$ cat config.mk
export PLATFORM = sky130hd
export DESIGN_NAME = mandelbrot_escape_pixel
export DESIGN_NICKNAME = d
export VERILOG_FILES = /design/src/hw/rtl/mep_pkg.sv /design/src/hw/rtl/mep_mul.sv /design/src/hw/rtl/mep_cfg_regs.sv /design/src/hw/rtl/mep_core.sv /design/src/hw/rtl/mandelbrot_escape_pixel.sv
export SDC_FILE = /design/constraint.sdc
export NUM_CORES = 2
export LEC_CHECK = 0
export ABC_AREA = 1
export BUFFER_PORTS_ARGS = -buffer_cell sky130_fd_sc_hd__buf_2
export CORE_MARGIN = 2
export CORE_UTILIZATION = 45
export DETAILED_ROUTE_END_ITERATION = 12
export PLACE_DENSITY_LB_ADDON = 0.25
export SLEW_MARGIN = 20
export SYNTH_ARGS = -nofsm -noshare
export SYNTH_HDL_FRONTEND = slang
export SYNTH_SLANG_ARGS = --single-unit
$ cat constraint.sdc
create_clock -name clk -period 13.2 [get_ports clk]
set_input_delay 0 -clock clk [delete_from_list [all_inputs] [get_ports clk]]
set_output_delay 0 -clock clk [all_outputs]
set_load 0.05 [all_outputs]
$ cat src/hw/rtl/mep_pkg.sv
`timescale 1ns / 1ps

package mep_pkg;

	localparam int COORD_W   = 10;
	localparam int DATA_W    = 32;
	localparam int STEP_W    = 31;
	localparam int PROD_W    = 2 * DATA_W;
	localparam int FRAC_BITS = 26;
	// escape when zr^2 + zi^2 >= 16, i.e. bits at or above 2^(2*frac + 4)
	localparam int ESC_BIT   = 2 * FRAC_BITS + 4;
	localparam int PADDR_W   = 4;

	localparam logic [7:0] MAX_ITER   = 8'd255;
	localparam logic [7:0] GREEN_FOLD = 8'd122;
	localparam logic [7:0] COLOR_TOP  = 8'd255;

	localparam logic [1:0] REG_RE_MIN  = 2'd0;
	localparam logic [1:0] REG_IM_MIN  = 2'd1;
	localparam logic [1:0] REG_RE_STEP = 2'd2;
	localparam logic [1:0] REG_IM_STEP = 2'd3;

	localparam logic signed [DATA_W-1:0] RE_MIN_RST  = -32'sd134217728;
	localparam logic signed [DATA_W-1:0] IM_MIN_RST  = -32'sd134217728;
	localparam logic [STEP_W-1:0]        RE_STEP_RST = 31'd262144;
	localparam logic [STEP_W-1:0]        IM_STEP_RST = 31'd262144;

	typedef struct packed {
		logic signed [DATA_W-1:0] re_min;
		logic signed [DATA_W-1:0] im_min;
		logic [STEP_W-1:0]        re_step;
		logic [STEP_W-1:0]        im_step;
	} cfg_t;

	typedef struct packed {
		logic [COORD_W-1:0] x;
		logic [COORD_W-1:0] y;
		logic [7:0]         iterations;
		logic [7:0]         red;
		logic [7:0]         green;
		logic [7:0]         blue;
	} res_t;

	// clamp a wide signed value into the signed 32-bit range
	function automatic logic signed [DATA_W-1:0] sat32(input logic signed [PROD_W-1:0] v);
		logic fits;
		fits = (&v[PROD_W-1:DATA_W-1]) | ~(|v[PROD_W-1:DATA_W-1]);
		if (fits) begin
			sat32 = v[DATA_W-1:0];
		end else if (v[PROD_W-1]) begin
			sat32 = {1'b1, {(DATA_W-1){1'b0}}};
		end else begin
			sat32 = {1'b0, {(DATA_W-1){1'b1}}};
		end
	endfunction

endpackage

$ cat src/hw/rtl/mep_mul.sv
`timescale 1ns / 1ps

module mep_mul (
	input  logic                                 clk,
	input  logic signed [mep_pkg::DATA_W-1:0]    a,
	input  logic signed [mep_pkg::DATA_W-1:0]    b,
	output logic signed [mep_pkg::PROD_W-1:0]    prod_q
);
	import mep_pkg::*;

	// shared signed multiplier, product registered
	always_ff @(posedge clk) begin
		prod_q <= PROD_W'(a) * PROD_W'(b);
	end

endmodule

$ cat src/hw/rtl/mep_cfg_regs.sv
`timescale 1ns / 1ps

module mep_cfg_regs (
	input  logic                          clk,
	input  logic                          arst_n,
	input  logic                          psel,
	input  logic                          penable,
	input  logic                          pwrite,
	input  logic [mep_pkg::PADDR_W-1:0]   paddr,
	input  logic [mep_pkg::DATA_W-1:0]    pwdata,
	output logic [mep_pkg::DATA_W-1:0]    prdata,
	output logic                          pready,
	output mep_pkg::cfg_t                 cfg
);
	import mep_pkg::*;

	cfg_t       cfg_q;
	logic [1:0] idx;
	logic       wr_en;

	assign pready = 1'b1;
	assign idx    = paddr[PADDR_W-1:2];
	assign wr_en  = psel & penable & pwrite & pready;
	assign cfg    = cfg_q;

	always_ff @(posedge clk or negedge arst_n) begin
		if (!arst_n) begin
			cfg_q.re_min  <= RE_MIN_RST;
			cfg_q.im_min  <= IM_MIN_RST;
			cfg_q.re_step <= RE_STEP_RST;
			cfg_q.im_step <= IM_STEP_RST;
		end else if (wr_en) begin
			case (idx)
				REG_RE_MIN:  cfg_q.re_min  <= pwdata;
				REG_IM_MIN:  cfg_q.im_min  <= pwdata;
				REG_RE_STEP: cfg_q.re_step <= pwdata[STEP_W-1:0];
				REG_IM_STEP: cfg_q.im_step <= pwdata[STEP_W-1:0];
				default: ;
			endcase
		end
	end

	always_comb begin
		case (idx)
			REG_RE_MIN:  prdata = cfg_q.re_min;
			REG_IM_MIN:  prdata = cfg_q.im_min;
			REG_RE_STEP: prdata = {1'b0, cfg_q.re_step};
			REG_IM_STEP: prdata = {1'b0, cfg_q.im_step};
			default:     prdata = '0;
		endcase
	end

endmodule

$ cat src/hw/rtl/mep_core.sv
`timescale 1ns / 1ps

module mep_core (
	input  logic                          clk,
	input  logic                          arst_n,
	input  logic                          in_valid,
	output logic                          in_stall,
	input  logic [mep_pkg::COORD_W-1:0]   pixel_x,
	input  logic [mep_pkg::COORD_W-1:0]   pixel_y,
	input  mep_pkg::cfg_t                 cfg,
	output logic                          res_valid,
	input  logic                          res_ready,
	output mep_pkg::res_t                 res
);
	import mep_pkg::*;

	localparam logic [3:0] ST_IDLE = 4'd0;
	localparam logic [3:0] ST_CRE  = 4'd1;
	localparam logic [3:0] ST_CIM  = 4'd2;
	localparam logic [3:0] ST_CFIN = 4'd3;
	localparam logic [3:0] ST_RR   = 4'd4;
	localparam logic [3:0] ST_II   = 4'd5;
	localparam logic [3:0] ST_RI   = 4'd6;
	localparam logic [3:0] ST_CHK  = 4'd7;
	localparam logic [3:0] ST_DONE = 4'd8;

	logic [3:0]                state_q;
	logic [COORD_W-1:0]        px_q, py_q;
	logic signed [DATA_W-1:0]  cr_q, ci_q, zr_q, zi_q;
	logic signed [PROD_W-1:0]  rr_q, diff_q;
	logic                      esc_q;
	logic [7:0]                n_q;

	logic signed [DATA_W-1:0]  mul_a, mul_b;
	logic signed [PROD_W-1:0]  prod;
	logic [PROD_W-1:0]         mag_sum;
	logic signed [PROD_W-1:0]  c_sum, zr_next, zi_next;
	logic [7:0]                green;

	mep_mul u_mul (
		.clk    (clk),
		.a      (mul_a),
		.b      (mul_b),
		.prod_q (prod)
	);

	always_comb begin
		case (state_q)
			ST_CRE: begin
				mul_a = DATA_W'(px_q);
				mul_b = DATA_W'(cfg.re_step);
			end
			ST_CIM: begin
				mul_a = DATA_W'(py_q);
				mul_b = DATA_W'(cfg.im_step);
			end
			ST_II: begin
				mul_a = zi_q;
				mul_b = zi_q;
			end
			ST_RI: begin
				mul_a = zr_q;
				mul_b = zi_q;
			end
			default: begin
				mul_a = zr_q;
				mul_b = zr_q;
			end
		endcase
	end

	// squares are non-negative, so the sum fits unsigned
	assign mag_sum = $unsigned(rr_q) + $unsigned(prod);
	assign c_sum   = PROD_W'((state_q == ST_CIM) ? cfg.re_min : cfg.im_min) + prod;
	assign zr_next = (diff_q >>> FRAC_BITS) + PROD_W'(cr_q);
	// floor(2*zr*zi / 2^frac) is the product shifted one place less
	assign zi_next = (prod >>> (FRAC_BITS - 1)) + PROD_W'(ci_q);

	always_ff @(posedge clk or negedge arst_n) begin
		if (!arst_n) begin
			state_q <= ST_IDLE;
			n_q     <= '0;
		end else begin
			case (state_q)
				ST_IDLE: if (in_valid) state_q <= ST_CRE;
				ST_CRE:  state_q <= ST_CIM;
				ST_CIM:  state_q <= ST_CFIN;
				ST_CFIN: begin
					n_q     <= '0;
					state_q <= ST_RR;
				end
				ST_RR:   state_q <= ST_II;
				ST_II:   state_q <= ST_RI;
				ST_RI:   state_q <= ST_CHK;
				ST_CHK: begin
					if (n_q == MAX_ITER || esc_q) begin
						state_q <= ST_DONE;
					end else begin
						n_q     <= n_q + 8'd1;
						state_q <= ST_RR;
					end
				end
				ST_DONE: if (res_ready) state_q <= ST_IDLE;
				default: state_q <= ST_IDLE;
			endcase
		end
	end

	always_ff @(posedge clk) begin
		case (state_q)
			ST_IDLE: begin
				px_q <= pixel_x;
				py_q <= pixel_y;
			end
			ST_CIM:  cr_q <= sat32(c_sum);
			ST_CFIN: begin
				ci_q <= sat32(c_sum);
				zr_q <= '0;
				zi_q <= '0;
			end
			ST_II:   rr_q <= prod;
			ST_RI: begin
				diff_q <= rr_q - prod;
				esc_q  <= |mag_sum[PROD_W-1:ESC_BIT];
			end
			ST_CHK: begin
				zr_q <= sat32(zr_next);
				zi_q <= sat32(zi_next);
			end
			default: ;
		endcase
	end

	assign in_stall  = (state_q != ST_IDLE);
	assign res_valid = (state_q == ST_DONE);

	assign green          = (n_q <= GREEN_FOLD) ? n_q : COLOR_TOP - n_q;
	assign res.x          = px_q;
	assign res.y          = py_q;
	assign res.iterations = n_q;
	assign res.green      = green;
	assign res.red        = green >> 1;
	assign res.blue       = green >> 1;

endmodule

$ cat src/hw/rtl/mandelbrot_escape_pixel.sv
// timing grows with n = iterations (0..255): every step reuses the one shared
// 32x32 multiplier for zr^2, zi^2 and zr*zi in turn
// requests: one pixel at a time; the next request is taken while
// a finished result still waits in the output register
// reset: arst_n clears the sequencer and output valid, registers return to
// re_min = im_min = -2.0 and re_step = im_step = 2^-8
`timescale 1ns / 1ps

module mandelbrot_escape_pixel (
	input  logic                          clk,
	input  logic                          arst_n,
	// config port
	input  logic                          psel,
	input  logic                          penable,
	input  logic                          pwrite,
	input  logic [mep_pkg::PADDR_W-1:0]   paddr,
	input  logic [mep_pkg::DATA_W-1:0]    pwdata,
	output logic [mep_pkg::DATA_W-1:0]    prdata,
	output logic                          pready,
	// pixel request
	input  logic                          in_valid,
	output logic                          in_stall,
	input  logic [mep_pkg::COORD_W-1:0]   pixel_x,
	input  logic [mep_pkg::COORD_W-1:0]   pixel_y,
	// result
	output logic                          out_valid,
	input  logic                          out_stall,
	output logic [mep_pkg::COORD_W-1:0]   out_x,
	output logic [mep_pkg::COORD_W-1:0]   out_y,
	output logic [7:0]                    iterations,
	output logic [7:0]                    red,
	output logic [7:0]                    green,
	output logic [7:0]                    blue
);
	import mep_pkg::*;

	cfg_t cfg;
	res_t res, out_q;
	logic res_valid, res_ready;
	logic out_valid_q;

	// register file; the user must write it only while the core is idle, the block does not enforce it
	mep_cfg_regs u_regs (
		.clk     (clk),
		.arst_n  (arst_n),
		.psel    (psel),
		.penable (penable),
		.pwrite  (pwrite),
		.paddr   (paddr),
		.pwdata  (pwdata),
		.prdata  (prdata),
		.pready  (pready),
		.cfg     (cfg)
	);

	// sequencer: forms c, then loops square-and-add on the shared multiplier
	mep_core u_core (
		.clk       (clk),
		.arst_n    (arst_n),
		.in_valid  (in_valid),
		.in_stall  (in_stall),
		.pixel_x   (pixel_x),
		.pixel_y   (pixel_y),
		.cfg       (cfg),
		.res_valid (res_valid),
		.res_ready (res_ready),
		.res       (res)
	);

	// output register: frees the core as soon as the slot is empty or draining
	assign res_ready = !out_valid_q || !out_stall;

	always_ff @(posedge clk or negedge arst_n) begin
		if (!arst_n) begin
			out_valid_q <= 1'b0;
		end else if (res_valid && res_ready) begin
			out_valid_q <= 1'b1;
		end else if (!out_stall) begin
			out_valid_q <= 1'b0;
		end
	end

	always_ff @(posedge clk) begin
		if (res_valid && res_ready) begin
			out_q <= res;
		end
	end

	assign out_valid  = out_valid_q;
	assign out_x      = out_q.x;
	assign out_y      = out_q.y;
	assign iterations = out_q.iterations;
	assign red        = out_q.red;
	assign green      = out_q.green;
	assign blue       = out_q.blue;

`ifndef SYNTH
	// an accepted request keeps the core busy on the next cycle
	a_busy_after_req: assert property (@(posedge clk) disable iff (!arst_n)
		in_valid && !in_stall |=> in_stall)
		else $error("core took no request");

	// no result can appear right after a request, the core must still form c and iterate
	a_no_instant_result: assert property (@(posedge clk) disable iff (!arst_n)
		in_valid && !in_stall |=> !$rose(out_valid))
		else $error("result appeared too early");

	// colour ramp matches the iteration count
	a_color_ramp: assert property (@(posedge clk) disable iff (!arst_n)
		out_valid |-> ((iterations <= GREEN_FOLD) ? (green == iterations)
			: (green == COLOR_TOP - iterations)) && red == (green >> 1) && blue == red)
		else $error("colour does not match iterations");
`endif

endmodule

==> flow_metrics.tcl <==
set metrics [dict create \
    fillerInstances 15560 \
    fin_nets 10710 \
    start_util_pct 45.22 \
    syn-cell-area_mm2 0.07146 \
    path_class "reg2reg" \
    cp.arrival_ns 12.28 \
    max_stage_delay_ns 1.10 \
    synth_area_leaders "fa_1, edfxtp_1, inv_1" \
    place_hpwl_um 228300 \
    drc_errors 0 \
    drtIter0Drc 6883 \
    yosys_warnings 0 \
    port-buffer-count 144 \
    routedWlPerCell_um 24.25 \
    avgSynthCellArea_um2 7.918 \
    pin_count 150 \
    final_hold_viol_count 0 \
    synth_top_area_share_pct 30.40 \
    cts_tree "yes" \
    worst_path_most_repeated_cell "fa_1" \
    grt_max_degree 73 \
    dieArea_mm2 0.1620 \
    grt_usage_pct 33.50 \
    viasPerCell 5.555 \
    clock_skew_ns 0.02501 \
    seqCellArea_mm2 0.01339 \
    numClockSinks 490 \
    grt_pass1_vias 60870 \
    status "completed" \
    final_layout_size_suffix_gt1_share_pct 5.125 \
    core-area_mm2 0.1580 \
    slew_viol_final 0 \
    htreeDepth 2 \
    clockBufferDepth 3 \
    synthCells 9024 \
    area_delta_synth_final_pct 7.435 \
    grt_setup_unrepaired "no" \
    post-cts-setup-buffer-count 0 \
    antenna_found_initial 8 \
    end_kind "register" \
    min_period_ns 11.76 \
    ys_seq_elements 490 \
    ys_seq_area_share_pct 18.74 \
    reg2reg_depth 35 \
    synth_ff_type "edfxtp_1" \
    setup_viol 0 \
    row_count 146 \
    path_max_fanout 21 \
    rrSetupSlack_ns 1.44 \
    place.gp.congestion 1.020 \
    r2r_end "u_core.u_mul.prod_q[58]" \
    clk_latency_ns 0.65 \
    drt-total-wl_um 272300 \
    multiInputGateArea_mm2 0.04978 \
    clk_pin_slew_ns 0.07 \
    fin_setup_tns_ns 0 \
    finalCritPeriodShare_pct 89.09 \
    synth_top_area_cell "fa_1" \
    worstPathRequired_ns 13.72 \
    hold_path.class "in2reg" \
    fmax_mhz 85.04 \
    numCtsBuffers 51 \
    cts-root-buf "clkbuf_16" \
    r2r-start "u_core.state_q[3]" \
    synth_edf_count 287 \
    holdPathStages 5 \
    tightest_slew_ns 1.210 \
    fp.dieH_um 402.5 \
    drt_first_pass_iters 6 \
    overflow 0 \
    worstHoldStart "penable" \
    relSlewSlack_pct 18.48 \
    start_kind "register" \
    grt_first_pass_wirelength_um 400800 \
    holdPathEnd "u_regs.cfg[124]" \
    cts_resized 0 \
    synth-async-reset-ratio_pct 28.37 \
    die_w_um 402.5 \
    synth_cell_types 67 \
    slowest_stage "clkinv_1" \
    num_vias 62370 \
    ant_nets 0 \
    drv_cap 0 \
]
## area by class of cell
cell class              instances  share of cell area [%]
flip-flops and latches        490                   17.45
diodes                          4                 0.01304
multi-input cells            6335                   64.84
well taps                    2072                   3.377
clock inverters                31                  0.3944
repair buffers                308                   2.759
inverters                    1924                   9.409
clock buffers                  63                   1.762
## synth_stat cells (all sizes together) (17+ instances only)
cell and instances:
nand3 209, o21ai 387, clkbuf 183, ha 450
dfxtp 64, buf 93, a21oi 484, nor3 65
a31oi 44, xnor2 61, inv 1908, fa 1085
nor2 1116, a21boi 18, dfrtp 127, edfxtp 287
o22ai 42, o2111ai 28, xor2 157, o21bai 35
nand4 59, nand3b 17, nand2 1898, o21a 18
a21o 27, nor4 19, a22oi 20
## worst max path at each step
stage                      startpoint                      end  slack [ns]
finish              u_core.state_q[3]  u_core.u_mul.prod_q[58]        1.44
global route        u_core.state_q[3]  u_core.u_mul.prod_q[58]        0.86
CTS                 u_core.state_q[3]  u_core.u_mul.prod_q[58]        1.57
detailed placement  u_core.state_q[3]  u_core.u_mul.prod_q[58]        1.59
global placement    u_core.state_q[3]  u_core.u_mul.prod_q[58]        1.67
floorplan           u_core.state_q[3]  u_core.u_mul.prod_q[58]        3.01
## layout by cell type (no fill, tap or decap), types with 19 or more instances in the layout
cell type / Yosys / final
a21o_1: 27 / 27
a21oi_1: 483 / 483
a31oi_1: 44 / 44
buf_2: 44 / 143
buf_4: 22 / 107
clkbuf_16: 0 / 52
clkinv_1: 16 / 26
dfrtp_1: 127 / 127
dfxtp_1: 64 / 64
dlygate4sd3_1: 0 / 56
edfxtp_1: 287 / 287
fa_1: 1085 / 1085
ha_1: 450 / 450
inv_1: 1895 / 1890
nand2_1: 1878 / 1877
nand2_2: 19 / 20
nand3_1: 203 / 203
nand4_1: 58 / 58
nor2_1: 1106 / 1092
nor3_1: 64 / 64
nor4_1: 19 / 19
o2111ai_1: 28 / 28
o21ai_0: 361 / 356
o21ai_2: 9 / 21
o21bai_1: 33 / 33
o22ai_1: 40 / 34
xnor2_1: 61 / 61
xor2_1: 157 / 157
## per-layer routing
layer | GRT usage, % | up-vias | share of wire (%)
met5 | 0.3866 | - | 0.052
met4 | 12.18 | 10 | 4.3
met3 | 6.674 | 428 | 9.5
met2 | 49.04 | 2896 | 42
met1 | 49.01 | 31190 | 44
li1 | - | 27850 | -
## state kept, by name, summed over array words and instances (netlist names), 4 cells and up
register,count
iterations,8
out_y,10
u_core.zi_q,32
u_core.u_mul.prod_q,64
u_core.cr_q,32
u_core.zr_q,32
green,8
u_core.state_q,4
u_core.ci_q,32
u_core.rr_q,64
u_regs.cfg,126
u_core.n_q,8
u_core.px_q,10
u_core.py_q,10
out_x,10
u_core.diff_q,38
## through the flow
stage / area, µm² / util, % / std cells / hold WS, ns / setup slack [ns]
finish: 76770 / 48.58 / 11230 / 0.07149 / 1.441
global route: 76760 / 48.58 / 11220 / 0.07545 / 0.8628
CTS: 76750 / 48.57 / 11220 / 0.02341 / 1.571
detailed placement: 74510 / 47.15 / 11070 / 0.05010 / 1.591
global placement: 74510 / 47.15 / 11070 / 0.04948 / 1.667
floorplan: 71460 / - / 9025 / -0.2956 / 3.012
## cells by family (layout without fill, tap and decap cells)
family	after synthesis	after routing	share of synthesized area, %
AND/OR/NAND/NOR	3399	3399	18.92
buffers and inverters	2200	2326	11.85
adder cells (fa/ha/maj)	1535	1535	38.28
AO/OA/AOI/OAI	1165	1165	9.282
flip-flops	490	490	18.74
XOR/XNOR	218	218	2.672
multiplexers	15	15	0.2364
other	2	7	0.01051
## worst max-delay path, delay by kind of cell, from the launching register on
family	cells	cell delay, ns
DFF	1	0.43
adders and majority gates	9	4.14
buffers and inverters	7	2.14
and+or+nand+nor	14	3.13
AOI/OAI and AO/OA	5	1.73
## timing repair
item | CTS | global route
setup endpoints to repair | 0 | 0
hold buffers | 57 | 0
hold endpoints to repair | 216 | 0
Power is left out: the tool's default activity adds up to more than one toggle a clock period on the data nets, which glitch-free logic cannot reach.
